<file path="src/design/cbs_pkg.sv">
// ============================================================================
// cbs_pkg
// Shared types, constants and small tables of the cubic B-spline smoother.
// ============================================================================
package cbs_pkg;

    // Width of the samples-per-segment register
    localparam int CFG_W = 4;

    // Samples-per-segment value after reset
    localparam logic [CFG_W-1:0] SPS_RESET = 4'd4;

    // Segment numbers along the clamped window pattern sequence
    localparam logic [2:0] SEG_FIRST_START = 3'd0;
    localparam logic [2:0] SEG_BODY        = 3'd3;
    localparam logic [2:0] SEG_TAIL_LAST   = 3'd6;

    // Window slot that holds the newest point
    localparam logic [1:0] SLOT_NEWEST = 2'd3;

    typedef enum logic [2:0] {
        SEQ_IDLE,
        SEQ_PASS,
        SEQ_START_X,
        SEQ_WAIT_X,
        SEQ_START_Y,
        SEQ_WAIT_Y,
        SEQ_EMIT,
        SEQ_FINAL
    } seq_state_t;

    typedef enum logic [2:0] {
        SU_IDLE,
        SU_LOAD,
        SU_MUL,
        SU_ACC,
        SU_PREP,
        SU_DIV,
        SU_DONE
    } su_state_t;

    // Integer basis numerator of term k at sample j of a segment with s samples
    function automatic logic [15:0] basis_num(input logic [CFG_W-1:0] s,
                                              input logic [CFG_W-1:0] j,
                                              input logic [1:0] k);
        int si;
        int ji;
        int ui;
        int val;
        si = int'(s);
        ji = int'(j);
        ui = si - ji;
        case (k)
            2'd0:    val = ui * ui * ui;
            2'd1:    val = 3 * ji * ji * ji - 6 * ji * ji * si + 4 * si * si * si;
            2'd2:    val = -3 * ji * ji * ji + 3 * ji * ji * si + 3 * ji * si * si
                           + si * si * si;
            default: val = ji * ji * ji;
        endcase
        return 16'(val);
    endfunction

    // Common denominator 6*s^3
    function automatic logic [15:0] den_num(input logic [CFG_W-1:0] s);
        int si;
        si = int'(s);
        return 16'(6 * si * si * si);
    endfunction

    // Window slot used by term t of segment seg: the sequence 0,0,0,0,1,2,3,3,3,3
    function automatic logic [1:0] seg_index(input logic [2:0] seg, input logic [1:0] t);
        logic [3:0] p;
        logic [3:0] q;
        p = {1'b0, seg} + {2'b00, t};
        q = p - 4'd3;
        if (p <= 4'd3) begin
            return 2'd0;
        end else if (p >= 4'd6) begin
            return 2'd3;
        end else begin
            return q[1:0];
        end
    endfunction

endpackage

</file>
<file path="src/design/cbs_sample_unit.sv">
// ============================================================================
// cbs_sample_unit
// One coordinate of one curve sample: four multiply-accumulate steps through
// a shared multiplier, then round-to-nearest division by 6*s^3 with a
// restoring divider that retires one quotient bit per cycle.
// ============================================================================
module cbs_sample_unit
    import cbs_pkg::*;
#(
    parameter int COORD_WIDTH = 32,
    parameter int DEN_W       = 12
) (
    input  logic                          clk,
    input  logic                          rst_n,
    input  logic                          start,
    input  logic [CFG_W-1:0]              s,
    input  logic [CFG_W-1:0]              j,
    output logic [1:0]                    term,
    input  logic signed [COORD_WIDTH-1:0] operand,
    output logic                          done,
    output logic signed [COORD_WIDTH-1:0] result
);

    localparam int ACC_W = COORD_WIDTH + DEN_W + 1;
    localparam int MAG_W = COORD_WIDTH + DEN_W;
    localparam int CNT_W = $clog2(COORD_WIDTH);

    su_state_t state_reg, state_next;

    logic [1:0]                    term_reg;
    logic [CNT_W-1:0]              cnt_reg;
    logic [DEN_W-1:0]              coef_reg;
    logic signed [COORD_WIDTH-1:0] opnd_reg;
    logic signed [ACC_W-1:0]       prod_reg;
    logic signed [ACC_W-1:0]       acc_reg;
    logic [DEN_W-1:0]              den_reg;
    logic [DEN_W-1:0]              rem_reg;
    logic [COORD_WIDTH-1:0]        dvd_reg;
    logic                          neg_reg;

    logic [15:0]             coef_full;
    logic [15:0]             den_full;
    logic signed [ACC_W-1:0] mul_a;
    logic signed [ACC_W-1:0] mul_b;
    logic signed [ACC_W-1:0] prod;
    logic [ACC_W-1:0]        acc_abs;
    logic [MAG_W-1:0]        mag;
    logic [DEN_W:0]          trial;
    logic [DEN_W:0]          trial_sub;
    logic                    ge;
    logic [DEN_W-1:0]        rem_next;

    // Basis coefficient and denominator lookup
    assign coef_full = basis_num(s, j, term_reg);
    assign den_full  = den_num(s);

    // Multiplier operands widened to the accumulator width
    assign mul_a = signed'({{(ACC_W - DEN_W){1'b0}}, coef_reg});
    assign mul_b = signed'({{(ACC_W - COORD_WIDTH){opnd_reg[COORD_WIDTH-1]}}, opnd_reg});
    assign prod  = mul_a * mul_b;

    // Magnitude plus half the denominator for rounding away from zero
    assign acc_abs = acc_reg[ACC_W-1] ? ACC_W'(-acc_reg) : ACC_W'(acc_reg);
    assign mag     = acc_abs[MAG_W-1:0] + MAG_W'(den_reg >> 1);

    // Restoring divide step
    assign trial     = {rem_reg, dvd_reg[COORD_WIDTH-1]};
    assign ge        = trial >= {1'b0, den_reg};
    assign trial_sub = trial - {1'b0, den_reg};
    assign rem_next  = ge ? trial_sub[DEN_W-1:0] : trial[DEN_W-1:0];

    // Next state
    always_comb
    begin
        state_next = state_reg;
        unique case (state_reg)
            SU_IDLE:
            begin
                if (start)
                begin
                    state_next = SU_LOAD;
                end
            end
            SU_LOAD: state_next = SU_MUL;
            SU_MUL:  state_next = SU_ACC;
            SU_ACC:
            begin
                if (term_reg == 2'd3)
                begin
                    state_next = SU_PREP;
                end
                else
                begin
                    state_next = SU_LOAD;
                end
            end
            SU_PREP: state_next = SU_DIV;
            SU_DIV:
            begin
                if (cnt_reg == CNT_W'(COORD_WIDTH - 1))
                begin
                    state_next = SU_DONE;
                end
            end
            SU_DONE: state_next = SU_IDLE;
            default: state_next = SU_IDLE;
        endcase
    end

    // Outputs
    always_comb
    begin
        term   = term_reg;
        done   = (state_reg == SU_DONE);
        result = neg_reg ? signed'(~dvd_reg + 1'b1) : signed'(dvd_reg);
    end

    // Sequencer control
    always_ff @(posedge clk or negedge rst_n)
    begin
        if (!rst_n)
        begin
            state_reg <= SU_IDLE;
            term_reg  <= '0;
            cnt_reg   <= '0;
        end
        else
        begin
            state_reg <= state_next;
            if (state_reg == SU_IDLE && start)
            begin
                term_reg <= '0;
            end
            if (state_reg == SU_ACC)
            begin
                term_reg <= term_reg + 1'b1;
            end
            if (state_reg == SU_PREP)
            begin
                cnt_reg <= '0;
            end
            if (state_reg == SU_DIV)
            begin
                cnt_reg <= cnt_reg + 1'b1;
            end
        end
    end

    // Datapath registers
    always_ff @(posedge clk)
    begin
        case (state_reg)
            SU_IDLE:
            begin
                if (start)
                begin
                    den_reg <= den_full[DEN_W-1:0];
                    acc_reg <= '0;
                end
            end
            SU_LOAD:
            begin
                coef_reg <= coef_full[DEN_W-1:0];
                opnd_reg <= operand;
            end
            SU_MUL:
            begin
                prod_reg <= prod;
            end
            SU_ACC:
            begin
                acc_reg <= acc_reg + prod_reg;
            end
            SU_PREP:
            begin
                neg_reg <= acc_reg[ACC_W-1];
                rem_reg <= mag[MAG_W-1:COORD_WIDTH];
                dvd_reg <= mag[COORD_WIDTH-1:0];
            end
            SU_DIV:
            begin
                rem_reg <= rem_next;
                dvd_reg <= {dvd_reg[COORD_WIDTH-2:0], ge};
            end
            default:
            begin
            end
        endcase
    end

endmodule

</file>
<file path="src/design/cubic_bspline_path_smoother.sv">
// ============================================================================
// cubic_bspline_path_smoother
// Uniform cubic B-spline sampling of a stream of 2-D control points, with
// both path ends clamped and the exact final point appended.
// ============================================================================
// The block holds a four-point window and takes one control point at a time;
// in_ready is low while the results of a point are being produced. Every
// curve sample goes through one shared multiply-accumulate and one restoring
// divider, x and then y, with four multiply-accumulate steps and one
// quotient bit per cycle for each coordinate. A point causes S samples
// in steady flow, 4*S at the fourth point of a path, and 3*S more plus the
// final point at the path end. The first three points are only stored in the
// window; a passed-through point emits the buffered points and then itself.
// A finished item waits while the output register is still full and not
// being taken. Finished items sit in an output register, so the next sample
// is already being computed while one waits to be taken. Values of the
// samples-per-segment setting above MAX_SAMPLES act as MAX_SAMPLES.
// ============================================================================
module cubic_bspline_path_smoother
    import cbs_pkg::*;
#(
    parameter int COORD_WIDTH = 32,
    parameter int MAX_SAMPLES = 8
) (
    input  logic                          clk,
    input  logic                          rst_n,
    input  logic                          cfg_wr_en,
    input  logic [CFG_W-1:0]              cfg_wr_data,
    input  logic                          in_valid,
    output logic                          in_ready,
    input  logic signed [COORD_WIDTH-1:0] point_x,
    input  logic signed [COORD_WIDTH-1:0] point_y,
    input  logic                          path_end,
    output logic                          out_valid,
    input  logic                          out_ready,
    output logic signed [COORD_WIDTH-1:0] sample_x,
    output logic signed [COORD_WIDTH-1:0] sample_y,
    output logic                          run_last,
    output logic                          path_done
);

    localparam int MAX_DEN = 6 * MAX_SAMPLES * MAX_SAMPLES * MAX_SAMPLES;
    localparam int DEN_W   = $clog2(MAX_DEN + 1);

    seq_state_t state_reg, state_next;

    logic [2:0]                    seen_reg;
    logic [CFG_W-1:0]              sps_reg;
    logic [CFG_W-1:0]              s_reg;
    logic [CFG_W-1:0]              j_reg;
    logic [2:0]                    seg_reg;
    logic [2:0]                    seg_last_reg;
    logic [1:0]                    pass_cnt_reg;
    logic [1:0]                    pass_idx_reg;
    logic                          end_reg;
    logic signed [COORD_WIDTH-1:0] cur_x_reg;
    logic signed [COORD_WIDTH-1:0] cur_y_reg;
    logic signed [COORD_WIDTH-1:0] win_x_reg [4];
    logic signed [COORD_WIDTH-1:0] win_y_reg [4];
    logic signed [COORD_WIDTH-1:0] x_res_reg;
    logic signed [COORD_WIDTH-1:0] y_res_reg;
    logic                          out_valid_reg;
    logic signed [COORD_WIDTH-1:0] sample_x_reg;
    logic signed [COORD_WIDTH-1:0] sample_y_reg;
    logic                          run_last_reg;
    logic                          path_done_reg;

    logic                          accept;
    logic [CFG_W-1:0]              s_sat;
    logic                          pass_mode;
    logic                          seen_full;
    logic                          starts_curve;
    logic                          slot_free;
    logic                          last_j;
    logic                          last_sample;
    logic                          su_start;
    logic                          su_done;
    logic [1:0]                    su_term;
    logic signed [COORD_WIDTH-1:0] su_result;
    logic signed [COORD_WIDTH-1:0] su_operand;
    logic                          coord_y;
    logic [1:0]                    rd_idx;
    logic signed [COORD_WIDTH-1:0] rd_x;
    logic signed [COORD_WIDTH-1:0] rd_y;
    logic                          emit;
    logic signed [COORD_WIDTH-1:0] emit_x;
    logic signed [COORD_WIDTH-1:0] emit_y;
    logic                          emit_last;
    logic                          emit_done;

    // Decode the incoming item
    assign accept       = in_valid && in_ready;
    assign s_sat        = (sps_reg > CFG_W'(MAX_SAMPLES)) ? CFG_W'(MAX_SAMPLES) : sps_reg;
    assign seen_full    = (seen_reg == 3'd4);
    assign starts_curve = seen_full || (seen_reg == 3'd3);
    assign pass_mode    = (s_sat == '0) || (path_end && (seen_reg < 3'd3));
    assign slot_free    = !out_valid_reg || out_ready;
    assign last_j       = (j_reg == s_reg - 1'b1);
    assign last_sample  = last_j && (seg_reg == seg_last_reg);

    // Window read port and operand for the shared unit
    assign rd_x       = win_x_reg[rd_idx];
    assign rd_y       = win_y_reg[rd_idx];
    assign su_operand = coord_y ? rd_y : rd_x;

    cbs_sample_unit #(
        .COORD_WIDTH (COORD_WIDTH),
        .DEN_W       (DEN_W)
    ) u_sample (
        .clk     (clk),
        .rst_n   (rst_n),
        .start   (su_start),
        .s       (s_reg),
        .j       (j_reg),
        .term    (su_term),
        .operand (su_operand),
        .done    (su_done),
        .result  (su_result)
    );

    // Next state
    always_comb
    begin
        state_next = state_reg;
        unique case (state_reg)
            SEQ_IDLE:
            begin
                if (accept)
                begin
                    if (pass_mode)
                    begin
                        state_next = SEQ_PASS;
                    end
                    else if (starts_curve)
                    begin
                        state_next = SEQ_START_X;
                    end
                end
            end
            SEQ_PASS:
            begin
                if (slot_free && (pass_idx_reg == pass_cnt_reg))
                begin
                    state_next = SEQ_IDLE;
                end
            end
            SEQ_START_X: state_next = SEQ_WAIT_X;
            SEQ_WAIT_X:
            begin
                if (su_done)
                begin
                    state_next = SEQ_START_Y;
                end
            end
            SEQ_START_Y: state_next = SEQ_WAIT_Y;
            SEQ_WAIT_Y:
            begin
                if (su_done)
                begin
                    state_next = SEQ_EMIT;
                end
            end
            SEQ_EMIT:
            begin
                if (slot_free)
                begin
                    if (!last_sample)
                    begin
                        state_next = SEQ_START_X;
                    end
                    else if (end_reg)
                    begin
                        state_next = SEQ_FINAL;
                    end
                    else
                    begin
                        state_next = SEQ_IDLE;
                    end
                end
            end
            SEQ_FINAL:
            begin
                if (slot_free)
                begin
                    state_next = SEQ_IDLE;
                end
            end
            default: state_next = SEQ_IDLE;
        endcase
    end

    // Outputs of the sequencer
    always_comb
    begin
        in_ready  = 1'b0;
        su_start  = 1'b0;
        coord_y   = 1'b0;
        rd_idx    = seg_index(seg_reg, su_term);
        emit      = 1'b0;
        emit_x    = x_res_reg;
        emit_y    = y_res_reg;
        emit_last = 1'b0;
        emit_done = 1'b0;
        unique case (state_reg)
            SEQ_IDLE:
            begin
                in_ready = 1'b1;
            end
            SEQ_PASS:
            begin
                rd_idx = pass_idx_reg;
                emit   = slot_free;
                if (pass_idx_reg == pass_cnt_reg)
                begin
                    emit_x    = cur_x_reg;
                    emit_y    = cur_y_reg;
                    emit_last = 1'b1;
                    emit_done = end_reg;
                end
                else
                begin
                    emit_x = rd_x;
                    emit_y = rd_y;
                end
            end
            SEQ_START_X:
            begin
                su_start = 1'b1;
            end
            SEQ_WAIT_X:
            begin
            end
            SEQ_START_Y:
            begin
                su_start = 1'b1;
                coord_y  = 1'b1;
            end
            SEQ_WAIT_Y:
            begin
                coord_y = 1'b1;
            end
            SEQ_EMIT:
            begin
                emit      = slot_free;
                emit_last = last_sample && !end_reg;
            end
            SEQ_FINAL:
            begin
                rd_idx    = SLOT_NEWEST;
                emit      = slot_free;
                emit_x    = rd_x;
                emit_y    = rd_y;
                emit_last = 1'b1;
                emit_done = 1'b1;
            end
            default:
            begin
            end
        endcase
    end

    // Control state
    always_ff @(posedge clk or negedge rst_n)
    begin
        if (!rst_n)
        begin
            state_reg     <= SEQ_IDLE;
            seen_reg      <= '0;
            sps_reg       <= SPS_RESET;
            out_valid_reg <= 1'b0;
            pass_idx_reg  <= '0;
            seg_reg       <= '0;
            j_reg         <= '0;
        end
        else
        begin
            state_reg <= state_next;

            // Take a configuration write
            if (cfg_wr_en)
            begin
                sps_reg <= cfg_wr_data;
            end

            // Start a new item and advance the point count
            if (accept)
            begin
                pass_idx_reg <= '0;
                j_reg        <= '0;
                seg_reg      <= seen_full ? SEG_BODY : SEG_FIRST_START;
                if (pass_mode || path_end)
                begin
                    seen_reg <= '0;
                end
                else if (!seen_full)
                begin
                    seen_reg <= seen_reg + 3'd1;
                end
            end

            // Step through buffered points
            if (state_reg == SEQ_PASS && slot_free)
            begin
                pass_idx_reg <= pass_idx_reg + 1'b1;
            end

            // Step through samples and segments
            if (state_reg == SEQ_EMIT && slot_free)
            begin
                if (last_j)
                begin
                    j_reg   <= '0;
                    seg_reg <= seg_reg + 3'd1;
                end
                else
                begin
                    j_reg <= j_reg + 1'b1;
                end
            end

            // Hold the output item until it is taken
            if (emit)
            begin
                out_valid_reg <= 1'b1;
            end
            else if (out_ready)
            begin
                out_valid_reg <= 1'b0;
            end
        end
    end

    // Payload: item fields, window, results
    always_ff @(posedge clk)
    begin
        if (accept)
        begin
            s_reg        <= s_sat;
            end_reg      <= path_end;
            seg_last_reg <= path_end ? SEG_TAIL_LAST : SEG_BODY;
            pass_cnt_reg <= seen_full ? 2'd0 : seen_reg[1:0];
            cur_x_reg    <= point_x;
            cur_y_reg    <= point_y;
            if (!pass_mode)
            begin
                if (seen_full)
                begin
                    // Shift the window and append the new point
                    for (int i = 0; i < 3; i++)
                    begin
                        win_x_reg[i] <= win_x_reg[i + 1];
                        win_y_reg[i] <= win_y_reg[i + 1];
                    end
                    win_x_reg[SLOT_NEWEST] <= point_x;
                    win_y_reg[SLOT_NEWEST] <= point_y;
                end
                else
                begin
                    win_x_reg[seen_reg[1:0]] <= point_x;
                    win_y_reg[seen_reg[1:0]] <= point_y;
                end
            end
        end

        if (state_reg == SEQ_WAIT_X && su_done)
        begin
            x_res_reg <= su_result;
        end
        if (state_reg == SEQ_WAIT_Y && su_done)
        begin
            y_res_reg <= su_result;
        end

        // Load the output register
        if (emit)
        begin
            sample_x_reg  <= emit_x;
            sample_y_reg  <= emit_y;
            run_last_reg  <= emit_last;
            path_done_reg <= emit_done;
        end
    end

    assign out_valid = out_valid_reg;
    assign sample_x  = sample_x_reg;
    assign sample_y  = sample_y_reg;
    assign run_last  = run_last_reg;
    assign path_done = path_done_reg;

endmodule
</file>
<file path="config.mk">
export PLATFORM = sky130hd
export DESIGN_NAME = cubic_bspline_path_smoother
export DESIGN_NICKNAME = d
export VERILOG_FILES = /design/src/design/cbs_pkg.sv /design/src/design/cbs_sample_unit.sv /design/src/design/cubic_bspline_path_smoother.sv
export SDC_FILE = /design/constraint.sdc
export NUM_CORES = 2
export LEC_CHECK = 0
export BUFFER_PORTS_ARGS = -buffer_cell sky130_fd_sc_hd__buf_2
export CORE_MARGIN = 2
export CORE_UTILIZATION = 60
export DETAILED_ROUTE_END_ITERATION = 10
export PLACE_DENSITY = 0.86
export SYNTH_ARGS = -nofsm -noshare
export SYNTH_HDL_FRONTEND = slang
export SYNTH_SLANG_ARGS = --single-unit
</file>
<file path="constraint.sdc">
create_clock -name clk -period 17.21 [get_ports clk]
set_input_delay 3.442 -clock clk [delete_from_list [all_inputs] [get_ports clk]]
set_output_delay 3.442 -clock clk [all_outputs]
set_load 0.005 [all_outputs]
</file>
# == After elaboration in Yosys (flattened, before gate mapping) ==
# Memory sizes are Yosys's and may differ from the RTL's.
# Cells that the tools add are included.
# totals
reg_bits,424
ram_bits,256
inputBits,74
output_inout_bits,68
wordCells,222
mem_count,2
# classes
addsub,20
multipliers,24
order_cmp,5
eq_ne,32
muxes,72
n_bitwise,1
reduce_logical,36
# mem_list
name,depth,word_bits,rd,rd_ports_with_merged_regs,wr,line,source
win_x_reg,4,32,4,0,4,cubic_bspline_path_smoother.sv:58,logic signed [COORD_WIDTH-1:0] win_x_reg [4];
win_y_reg,4,32,4,0,4,cubic_bspline_path_smoother.sv:59,logic signed [COORD_WIDTH-1:0] win_y_reg [4];
# ops
cell,count
32-bit by 5-bit multiplier with 12-bit output,6
32-bit 2-to-1 mux,6
32-bit one-hot mux with 2 select lines,3
32-bit by 5-bit multiplier with 32-bit output,3
45-bit one-hot mux with 2 select lines,1
32-bit OR reduction,2
31-bit by 5-bit multiplier with 11-bit output,2
31-bit by 5-bit multiplier with 31-bit output,2
3-bit 2-to-1 mux,19
12-bit adder,4
45-bit adder,1
13-bit by 32-bit multiplier with 45-bit output,1
45-bit 2-to-1 mux,1
44-bit by 11-bit adder with 44-bit output,1
44-bit 2-to-1 mux,1
44-bit negator,1
12-bit one-hot mux with 3 select lines,1
"32-bit by 1-bit adder with 32-bit output, second input constant",1
32-bit by 32-bit multiplier with 12-bit output,1
32-bit by 32-bit multiplier with 32-bit output,1
32-bit inverter,1
30-bit by 5-bit multiplier with 10-bit output,1
"3-bit equality test, second input constant",8
4-bit by 4-bit multiplier with 8-bit output,3
other kinds (49),119

# == Longest topological paths before layout ==
# logic_depth
ltp_word,9
mapped_depth,44

# == Cells and area by module ==
# A second synthesis with hierarchy kept.
# hier_totals
cells_unflattened,6174
hier_area_um2,63033.0
# by_module_without_submodules
module,instances,cells_per_inst,area_per_inst_um2
cbs_sample_unit,1,4529,40906.7
cubic_bspline_path_smoother,1,1645,22126.2

# == Worst setup path after synthesis ==
# Ideal clock, no wire load.
# synth_path
path_kind,reg2reg
start,register j_reg[2]
end,"register u_sample.coef_reg[11], data pin"
arrival_time_ps,11079
required_ps,16953
path_slack_ps,5874
path_stages_with_launch,37
n_path_buf,1
period_less_slack_ps,11336
cell_sequence,dfrtp_1 clkbuf_1 clkinv_1 ha_1 xnor2_1 and2_1 ha_1 fa_1 inv_1 fa_1 inv_1 ha_1 a21boi_0 o21ai_0 a21oi_1 and2_1 ha_1 fa_1 inv_1 fa_1 inv_1 ha_1 xor2_1 ha_1 fa_1 inv_1 fa_1 fa_1 inv_1 ha_1 o41ai_1 or3b_2 a41oi_1 nor4_1 or4_1 a211o_1 o2bb2ai_1
# synth_via
elab_chain_cells,7
elab_cells_between_ends,23
classes_between,add/sub (6); mul (16); mux (1)
# synth_rtl
item,line,source
from (decl),cubic_bspline_path_smoother.sv:50,logic [CFG_W-1:0] j_reg;
from (signal assigned),cubic_bspline_path_smoother.sv:317,j_reg <= j_reg + 1'b1;
3-bit by 5-bit multiplier with 8-bit output / 2-bit by 4-bit multiplier with 6-bit output (equally long branches),"cbs_pkg.sv:56, cbs_pkg.sv:55",
"32-bit by 5-bit multiplier with 32-bit output, on equally long branches","cbs_pkg.sv:56, cbs_pkg.sv:55",
32-bit by 5-bit multiplier with 12-bit output,cbs_pkg.sv:56,2'd2: val = -3 * ji * ji * ji + 3 * ji * ji * si + 3 * ji * si * si
12-bit adder (2 in series),cbs_pkg.sv:56,
12-bit adder,cbs_pkg.sv:57,+ si * si * si;
12-bit one-hot mux with 3 select lines *,cbs_pkg.sv:53,case (k)
via u_sample.coef_full[11],cbs_sample_unit.sv:41,logic [15:0] coef_full;
to (signal assigned),cbs_sample_unit.sv:163,coef_reg <= coef_full[DEN_W-1:0];
to (decl),cbs_sample_unit.sv:32,logic [DEN_W-1:0] coef_reg;
# The timed path passes the listed nets; every way through them passes the cells marked *.
# A chain may end at the register's enable or synchronous reset.

# == Final worst setup path ==
# Ends and elaborated chain as after synthesis.

==> flow_results.org <==
** Status
- The flow ran to the end, and the final reports show no timing, DRC or antenna violations.

** Routing
- First-iteration detailed-routing DRC count :: 5748
- DRC violations left :: 0
- After detailed routing, the average wire length per cell comes to approximately 22 um.
- Via-per-instance ratio :: 6.14
- Remaining number of nets flagged by the antenna check after routing :: 0
- First drt pass iteration count :: 7
- Final Routed Wirelength :: 168 mm
- Total via count after detailed routing :: 46200

** CTS
- CTS root buffer :: sky130_fd_sc_hd__clkbuf_16
- Buffer count from post-CTS setup fixing :: 0
- In this run, post-CTS hold repair placed 0 buffers.
- Counting every sink on the clock net gives a little under 700.
- TritonCTS clock tree :: built
- Clock buffer depth :: 3
- In this run, post-CTS repair resized a total of 0 instances.
- Counting the buffers created by CTS gives 72.
- H-Tree Depth :: 3
- Clock latency of the later-clocked register in the worst-skew pair :: between 0.6 and 0.7 ns
- After clock tree synthesis, the clock-pin slew on the worst setup and hold paths is 0.07 ns.

** Timing
- The total count of max-transition violations in the final report came to 0.
- Transition at the pin with the smallest max-transition slack :: 1.26 ns
- Fin. Hold Viols :: 0
- Subtracting the final worst setup slack from the clock period gives 12.54 ns.
- Tcrit/Tclk final :: ~73%
- Count of final setup violators :: 0
- Final TNS setup :: 0 ns
- Static timing analysis puts the maximum clock frequency at around 80 MHz.
- Setup repair after global routing missed its margin :: false
- Worst relative slew slack :: 13.5%
- Final Skew :: around 0.036 ns

** Worst setup path
- CP required :: 17.62 ns
- The worst setup path is launched from a flip-flop.
- Worst setup path startpoint :: j_reg[2]
- Maximum fanout encountered on the critical timing path :: 13
- Among all stages on the critical path, the largest delay is contributed by sky130_fd_sc_hd__o41ai_1.
- The number of cells on the worst reg-to-reg path is 35.
- STA classifies the critical path endpoint as a flip-flop.
- The critical path ends at u_sample.coef_reg[11].
- In this run the critical register-to-register path is launched from j_reg[2].
- Critical path class :: reg -> reg
- Largest incremental delay on the critical path :: 0.91 ns
- The worst register-to-register path has a setup slack of around 4.7 ns.
- Arrival time worst endpoint :: 12.95 ns
- Reg-to-reg critical path endpoint :: u_sample.coef_reg[11]

** Global route
- The number of global-route vias before repair came to approximately 48000.
- Pin count of the biggest net entering global routing :: 87
- For this run the aggregate overflow at the end of global routing stands at 0.
- Antenna violations before repair :: 13
- In the global route stage, overall resource usage came out at roughly a third.
- The first global-routing pass estimated 265 mm of wire.

** Floorplanning
- The floorplan step set the die width to 326 um.
- Total die area :: 106000 um2
- In this run the standard cell core region covers between 100000 and 150000 um2.
- Number of placed I/O pins :: 142
- After floorplanning, the core was divided into 117 placement rows.
- Initial cell density of the core :: approximately three fifths
- In this run the vertical extent of the chip is between 300 and 400 um.

** Run
- Across the run, the number of max-cap violations was 0.

** Synth
- Counting flops with a built-in enable in the synthesized netlist gives 648.
- For this run, the leading register cell type out of synthesis is sky130_fd_sc_hd__edfxtp_1.
- After synthesis the cells add up to 62000 um2.
- The synthesized netlist contains 91 unique library cells.
- Synthesis produced a netlist whose cell count is roughly 6000.
- Count of warnings emitted by yosys :: 0
- Each instance of the synthesized netlist takes up on average 10.2 um2.
- Sequential area share after synthesis :: 32.6%
- Flops & latches, synth :: 678
- Synth async-reset ratio :: 4.42%

** Power and ir drop
- Leakage power of the design :: 29.5 nW
- Dividing total power by cell area gives a power density of 51.0 nW/um2.
- Worst vdd ir :: 0.0000949 V

** Placed design
- Number of buffer cells added on primary ports :: about 140
- Detailed placement ended at an HPWL of 120 mm.
- Weighted congestion at the end of routability-driven global placement :: 1.01
- Cell area after placement :: 64100 um2

** Hold path
- In this run the worst hold path is classified as reg -> reg.

** Layout
- The multi-input combinational cells in the finished layout cover a total of 37800 um2.
- Reg area :: 20200 um2
- The final layout contains between 7000 and 8000 nets.
- In the layout the commonest cells are 863 x sky130_fd_sc_hd__inv_1, 648 x sky130_fd_sc_hd__edfxtp_1, 604 x sky130_fd_sc_hd__fa_1.
- Leaving out fill and tap cells, the most frequent cell in the layout is sky130_fd_sc_hd__inv_1.
- With fillers left out, the area of the finished cells amounts to 66400 um2.
- Relative to the synthesized area, the layout overhead comes to 7.02%.
- Fill cells in the final layout number roughly 7600.
- Fraction of layout cells with a size suffix above 1 :: 9.07%
## synth_stat cells, types with 64 or more instances
library cell               count  area share (%)
sky130_fd_sc_hd__edfxtp_1    648              31
sky130_fd_sc_hd__nand3_1     107            0.86
sky130_fd_sc_hd__o21ai_0     245             2.0
sky130_fd_sc_hd__a21o_1       88             1.1
sky130_fd_sc_hd__a21oi_1     225             1.8
sky130_fd_sc_hd__ha_1        484             9.8
sky130_fd_sc_hd__fa_1        604              19
sky130_fd_sc_hd__mux2_2      198             3.6
sky130_fd_sc_hd__xor2_1      119             1.7
sky130_fd_sc_hd__and2_1      344             3.5
sky130_fd_sc_hd__nor2_1      445             2.7
sky130_fd_sc_hd__nand2_1     578             3.5
sky130_fd_sc_hd__a22oi_1      64            0.77
sky130_fd_sc_hd__xnor2_1     227             3.2
sky130_fd_sc_hd__inv_1       865             5.2
sky130_fd_sc_hd__clkbuf_1    236             1.4
## area by class of cell
class                           instances  share of cell area, %
Antenna cell                            9                 0.0339
Clock buffer                           86                   2.79
Clock inverter                         46                  0.718
Inverter                              870                   4.92
Multi-Input combinational cell       4277                   56.9
Sequential cell                       678                   30.4
Tap cell                             1368                   2.58
Timing Repair Buffer                  193                   1.65
## metrics by stage
| stage | utilization, % | hold slack (ns) | setup WS [ns] | power [W] | cells |
|---|---|---|---|---|---|
| 2_1_floorplan | - | 0.456 | 5.87 | 0.00184 | 6076 |
| 3_3_place_gp | 62.7 | 0.473 | 4.98 | 0.00186 | 7386 |
| 3_5_place_dp | 62.7 | 0.507 | 4.79 | 0.00186 | 7386 |
| 4_1_cts | 65.0 | 0.521 | 4.77 | 0.00338 | 7518 |
| 5_1_grt | 65.0 | 0.559 | 3.98 | 0.00345 | 7525 |
| 6_report | 65.0 | 0.522 | 4.67 | 0.00339 | 7527 |
## critical path, delay by kind of cell, from the launching register on
family	cells	cell delay, ns
DFF	1	0.36
xor gates and xnor gates	2	0.77
AOI/OAI and AO/OA	7	2.88
and+or+nand+nor	5	1.70
adders and majority gates	14	5.88
buffers and inverters	7	0.66
## cells by family after synthesis
family / synth area share, %
DFF: 32.6
muxes: 4.21
buffers and inverters: 6.81
and+or+nand+nor: 13.4
AOI/OAI and AO/OA: 8.77
adders and majority gates: 29.2
xor gates and xnor gates: 5.03
other: 0.0121
## where the power goes
group | leakage [nW] | internal, W | switching, W | total [W]
Combinational | 22.0 | 0.0000148 | 0.0000244 | 0.0000393
Sequential | 6.41 | 0.00179 | 0.00000115 | 0.00179
Clock | 1.12 | 0.000848 | 0.000712 | 0.00156
## layer usage
metal / wire [um] / GRT usage [%] / part of all wire, %
met1: 65000 / 43.5 / 39
met2: 76700 / 49.4 / 46
met3: 18900 / 6.97 / 11
met4: 6930 / 13.0 / 4.1
met5: 13 / 0 / 0.0078
## how the worst min path moves through the flow
stage          slack (ns)                  end                start  cells past startpoint
4_1_cts              0.52  u_sample.cnt_reg[4]  u_sample.cnt_reg[4]                      2
3_3_place_gp         0.47  u_sample.cnt_reg[4]  u_sample.cnt_reg[4]                      2
5_1_grt              0.56           sps_reg[0]           sps_reg[0]                      1
3_5_place_dp         0.51  u_sample.cnt_reg[4]  u_sample.cnt_reg[4]                      2
6_report             0.52  u_sample.cnt_reg[4]  u_sample.cnt_reg[4]                      2
2_1_floorplan        0.46  u_sample.cnt_reg[4]  u_sample.cnt_reg[4]                      2
No activity file was read; power rests on OpenSTA's default activity.
